### src/rtl/cim_table.sv
// hash registry: key/hash memory rows and per-entry flags and counters
`default_nettype none
module cim_table #(
    parameter int ENTRIES = 16,
    parameter int AW      = 48
) (
    input  wire logic                       aclk,
    input  wire logic                       aresetn,
    input  wire logic [AW-1:0]              key,
    // row write
    input  wire logic                       we,
    input  wire logic [$clog2(ENTRIES)-1:0] waddr,
    input  wire logic                       wkey,
    input  wire logic                       whash_en,
    input  wire logic [63:0]                whash,
    input  wire logic [7:0]                 wcount,
    // lookup results, registered
    output logic                            found,
    output logic [$clog2(ENTRIES)-1:0]      found_idx,
    output logic                            has_free,
    output logic [$clog2(ENTRIES)-1:0]      free_idx,
    output logic [63:0]                     found_hash,
    output logic [7:0]                      found_count
);
    localparam int IW = $clog2(ENTRIES);

    logic [AW-1:0] key_mem   [ENTRIES];
    logic [63:0]   hash_mem  [ENTRIES];
    logic [7:0]    count_reg [ENTRIES];
    logic [ENTRIES-1:0] used_reg;
    logic          hit;
    logic [IW-1:0] hit_idx;
    logic          fre;
    logic [IW-1:0] fre_idx;

    // key match and first free entry, lowest index wins
    always_comb begin
        hit     = 1'b0;
        hit_idx = '0;
        fre     = 1'b0;
        fre_idx = '0;
        for (int i = ENTRIES - 1; i >= 0; i--) begin
            if (used_reg[i] && key_mem[i] == key) begin
                hit     = 1'b1;
                hit_idx = IW'(i);
            end
            if (!used_reg[i]) begin
                fre     = 1'b1;
                fre_idx = IW'(i);
            end
        end
    end

    // flags and counters
    always_ff @(posedge aclk) begin
        if (!aresetn) begin
            used_reg <= '0;
            for (int i = 0; i < ENTRIES; i++) begin
                count_reg[i] <= '0;
            end
        end else if (we) begin
            used_reg[waddr]  <= 1'b1;
            count_reg[waddr] <= wcount;
        end
    end

    // row storage and registered lookup
    always_ff @(posedge aclk) begin
        if (we) begin
            if (whash_en) begin
                hash_mem[waddr] <= whash;
            end
            if (wkey) begin
                key_mem[waddr] <= key;
            end
        end
        found       <= hit;
        found_idx   <= hit_idx;
        has_free    <= fre;
        free_idx    <= fre_idx;
        found_hash  <= hash_mem[hit_idx];
        found_count <= count_reg[hit_idx];
    end
endmodule
`default_nettype wire

### config.mk
export PLATFORM = sky130hd
export DESIGN_NAME = cim_table
export DESIGN_NICKNAME = d
export VERILOG_FILES = /design/src/rtl/cim_table.sv
export SDC_FILE = /design/constraint.sdc
export NUM_CORES = 2
export LEC_CHECK = 0
export BUFFER_PORTS_ARGS = -buffer_cell sky130_fd_sc_hd__buf_2
export CAP_MARGIN = 15
export CORE_ASPECT_RATIO = 1.75
export CORE_UTILIZATION = 45
export CTS_CLUSTER_DIAMETER = 100
export CTS_CLUSTER_SIZE = 20
export DETAILED_ROUTE_END_ITERATION = 6
export GPL_ROUTABILITY_DRIVEN = 0
export GPL_TIMING_DRIVEN = 0
export PLACE_DENSITY = 0.59
export SLEW_MARGIN = 20
export SYNTH_ARGS = -nofsm -noshare
export SYNTH_HDL_FRONTEND = slang
export SYNTH_SLANG_ARGS = --single-unit
export TNS_END_PERCENT = 10
### constraint.sdc
create_clock -name aclk -period 4.2 [get_ports aclk]
set_input_delay 0.21 -clock aclk [delete_from_list [all_inputs] [get_ports aclk]]
set_output_delay 0.21 -clock aclk [all_outputs]
set_load 0.05 [all_outputs]
==> run metrics <==
# clock sinks=2018; num rows=between 200 and 250; sequential element share of the synthesized area=between 60% and 70%; status=finished with violations; final setup margin=-0.658 ns; Slew Viols, Final=0; initial antenna violation count=42; Overflow after GRT=0; H-tree lvl count=3; Tightest Pin Transition=~1.3 ns; number of synthesized register bits=slightly above 2000; worst-path fanout max=10; most frequent cells in the layout=edfxtp_1, xnor2_1, mux2i_1, nand3_1, xor2_1; Setup crit end=found_hash[57]$_DFF_P_; clock slew at reported path FFs=0.09 ns; # port buffers=210; post-place setup slack=-4.64 ns; fill cell count=15615; Max Cap Violations=0; CP max stage cell=or4_4; CP cell instances=xor2_2 > or4b_1 > or4_4 > or4_4 > or4_4 > nor4bb_4 > buf_6 > or2_4 > buf_12 > a21oi_4 > buf_12 > buf_16 > buf_12 > nand2_1 > and3_4 > a21o_1; reg-to-reg setup timing slack=-0.66 ns; first drt pass iteration count=7; DRC violations left=0; failing checks=setup timing; detail-routed via count per cell=roughly 6.3; hold path cells=2; final worst-path cycle share=116%; Core Area=around 190000 um^2; top_reg_cell synth=edfxtp_1; Synth Instances=about 5600; ANT nets after route=0; synthesized area per cell=15.2 um^2; layout cell share with drive strength beyond 1=around 16%; die width=about 330 um; Critical Path Start=key_mem[11][12]$_DFFE_PP_; crit path time final=approximately 4.9 ns; Slew HR=13.6%; NumNets Final=6347; CTS tree=yes; Detail Placement HPWL=214000 um; Worst Clk Skew=0.0447 ns; CP delay by family, top=simple AND/OR/NAND/NOR gates; Starting Density=45.3%; max incr delay on CP=0.58 ns; Peak Freq=206 MHz; Avg WL per Cell=37.1 um; Synth Warn #=0; vias in the first global route=54896; Cell variety after synth=75; Leak=0.0344 uW; largest net degree at the start of global routing=31; number of synthesized flops with an enable pin=1920; Final setup viols=72; Reg2Reg Depth=16; Ports=211; gr usage total=33.9%; critical path depth=16; asr flop ratio synth=0%; Hold Vio Cnt, Final=0; DRT iter0 DRCs=a little under 7000; worst r2r dst=found_hash[57]$_DFF_P_; Reg2Reg Launch Point=key_mem[11][12]$_DFFE_PP_; syn_nets=5738; mapped cell area=85300 um^2; Vias=55691; Worst Setup End Kind=flop; worst-skew pair later-pin latency=between 0.8 and 0.9 ns; WP buf/inv=5; most common cell after layout, fill and taps aside=edfxtp_1; crit path kind=reg2reg; DRT Wirelength=approximately 330000 um; crit path DAT=between 5 and 6 ns; die area=191000 um^2; Worst setup SP type=flop; Largest register FFs=1024; DIE HEIGHT=578 um; total CTS buffers=110; Worst Hold Class=in2reg; P per Cell Area=about 370 nW/um^2; peak supply drop=0.000398 V; Clock Path Buffers=3; root buffer cell=clkbuf_16; first-pass GRT wire length=roughly 440000 um; critical path required time=just under 5 ns; Post-Route Setup TNS=-39.35 ns; synth-to-layout area growth=16.1%; RSZ-0062 raised after global routing=yes
timing repair:
action	4_1_cts	5_1_grt
gates cloned	2	1
pin swaps	25	9
endpoints found under the setup margin	77	72
setup buffers	25	0
endpoints found under the hold margin	1842	0
resized for setup	498	63
hold buffers	166	0
power breakdown:
group,switching [uW],internal [uW]
Combinational,1910,745
Clock,6660,5000
Sequential,102,22300
Total,8670,28000
metrics by stage:
stage / hold WS [ns] / instances / cell area, um^2 / util, % / total power [uW]
3_3_place_gp: 0.533 / 8268 / 89400 / 47.4 / 24900
4_1_cts: 0.00250 / 8745 / 98700 / 52.4 / 36600
2_1_floorplan: 0.309 / 5609 / 85300 / - / 23700
6_report: 0.0305 / 8784 / 99100 / 52.6 / 36700
5_1_grt: 0.000111 / 8757 / 99000 / 52.5 / 37400
3_5_place_dp: 0.550 / 8362 / 91600 / 48.6 / 25000
layer usage:
metal | up-vias | wire (um) | global-route usage [%]
li1 | 22941 | - | -
met3 | 1342 | 30800 | 8.39
met5 | - | 63 | 0
met1 | 27841 | 102000 | 35.3
met4 | 10 | 34900 | 29.9
met2 | 3557 | 159000 | 56.5
Yosys cell counts (53+ instances only):
library cell / n / area share [%]
a2111o_1: 70 / 0.92
xor2_1: 276 / 2.8
dfxtp_1: 98 / 2.3
nand2_1: 150 / 0.66
and3_1: 75 / 0.55
nand4_1: 225 / 1.6
buf_2: 107 / 0.63
nand3_1: 279 / 1.6
mux2_2: 80 / 1.1
o2111a_1: 69 / 0.91
a21o_1: 84 / 0.74
clkbuf_1: 162 / 0.71
xnor2_1: 404 / 4.1
and3b_1: 70 / 0.72
edfxtp_1: 1920 / 68
mux2i_1: 358 / 4.2
a32oi_1: 69 / 0.71
o21ai_0: 100 / 0.59
nor2b_1: 54 / 0.40
and2_1: 135 / 0.99
inv_1: 53 / 0.23
nor4_1: 144 / 1.1
a22oi_1: 69 / 0.61
nor2_1: 92 / 0.40
nand2b_1: 148 / 1.1
kinds of logic (layout without fill, tap and decap cells):
logic type | after synthesis | in the layout | share of synthesized area, %
xor gates and xnor gates | 680 | 680 | 6.98
buffers and inverters | 374 | 1062 | 1.89
muxes | 438 | 438 | 5.26
and+or+nand+nor | 1531 | 1531 | 10.5
AOI/OAI and AO/OA | 568 | 568 | 5.51
DFF | 2018 | 2018 | 69.9
other | 0 | 38 | 0
area by class of cell:
| class | count | area [um^2] | area share, % |
|---|---|---|---|
| Tap cell | 2449 | 3060 | 3.09 |
| Multi-Input combinational cell | 3217 | 25100 | 25.3 |
| Timing Repair Buffer | 498 | 5530 | 5.58 |
| Buffer | 319 | 2360 | 2.38 |
| Clock inverter | 6 | 101 | 0.102 |
| Inverter | 54 | 203 | 0.205 |
| Sequential cell | 2018 | 59600 | 60.2 |
| Antenna cell | 38 | 95.1 | 0.0960 |
| Clock buffer | 185 | 3060 | 3.08 |
how the worst min path moves through the flow:
stage | slack (ns) | from | endpoint
6_report | 0.03 | key[33] | key_mem[14][33]$_DFFE_PP_
5_1_grt | 0.0001 | key[33] | key_mem[14][33]$_DFFE_PP_
4_1_cts | 0.003 | key[2] | key_mem[6][2]$_DFFE_PP_
3_5_place_dp | 0.55 | aresetn | used_reg[0]$_SDFFE_PN0P_
3_3_place_gp | 0.53 | aresetn | used_reg[15]$_SDFFE_PN0P_
2_1_floorplan | 0.31 | whash[0] | hash_mem[0][0]$_DFFE_PP_
(Power assumes the default switching activity.)
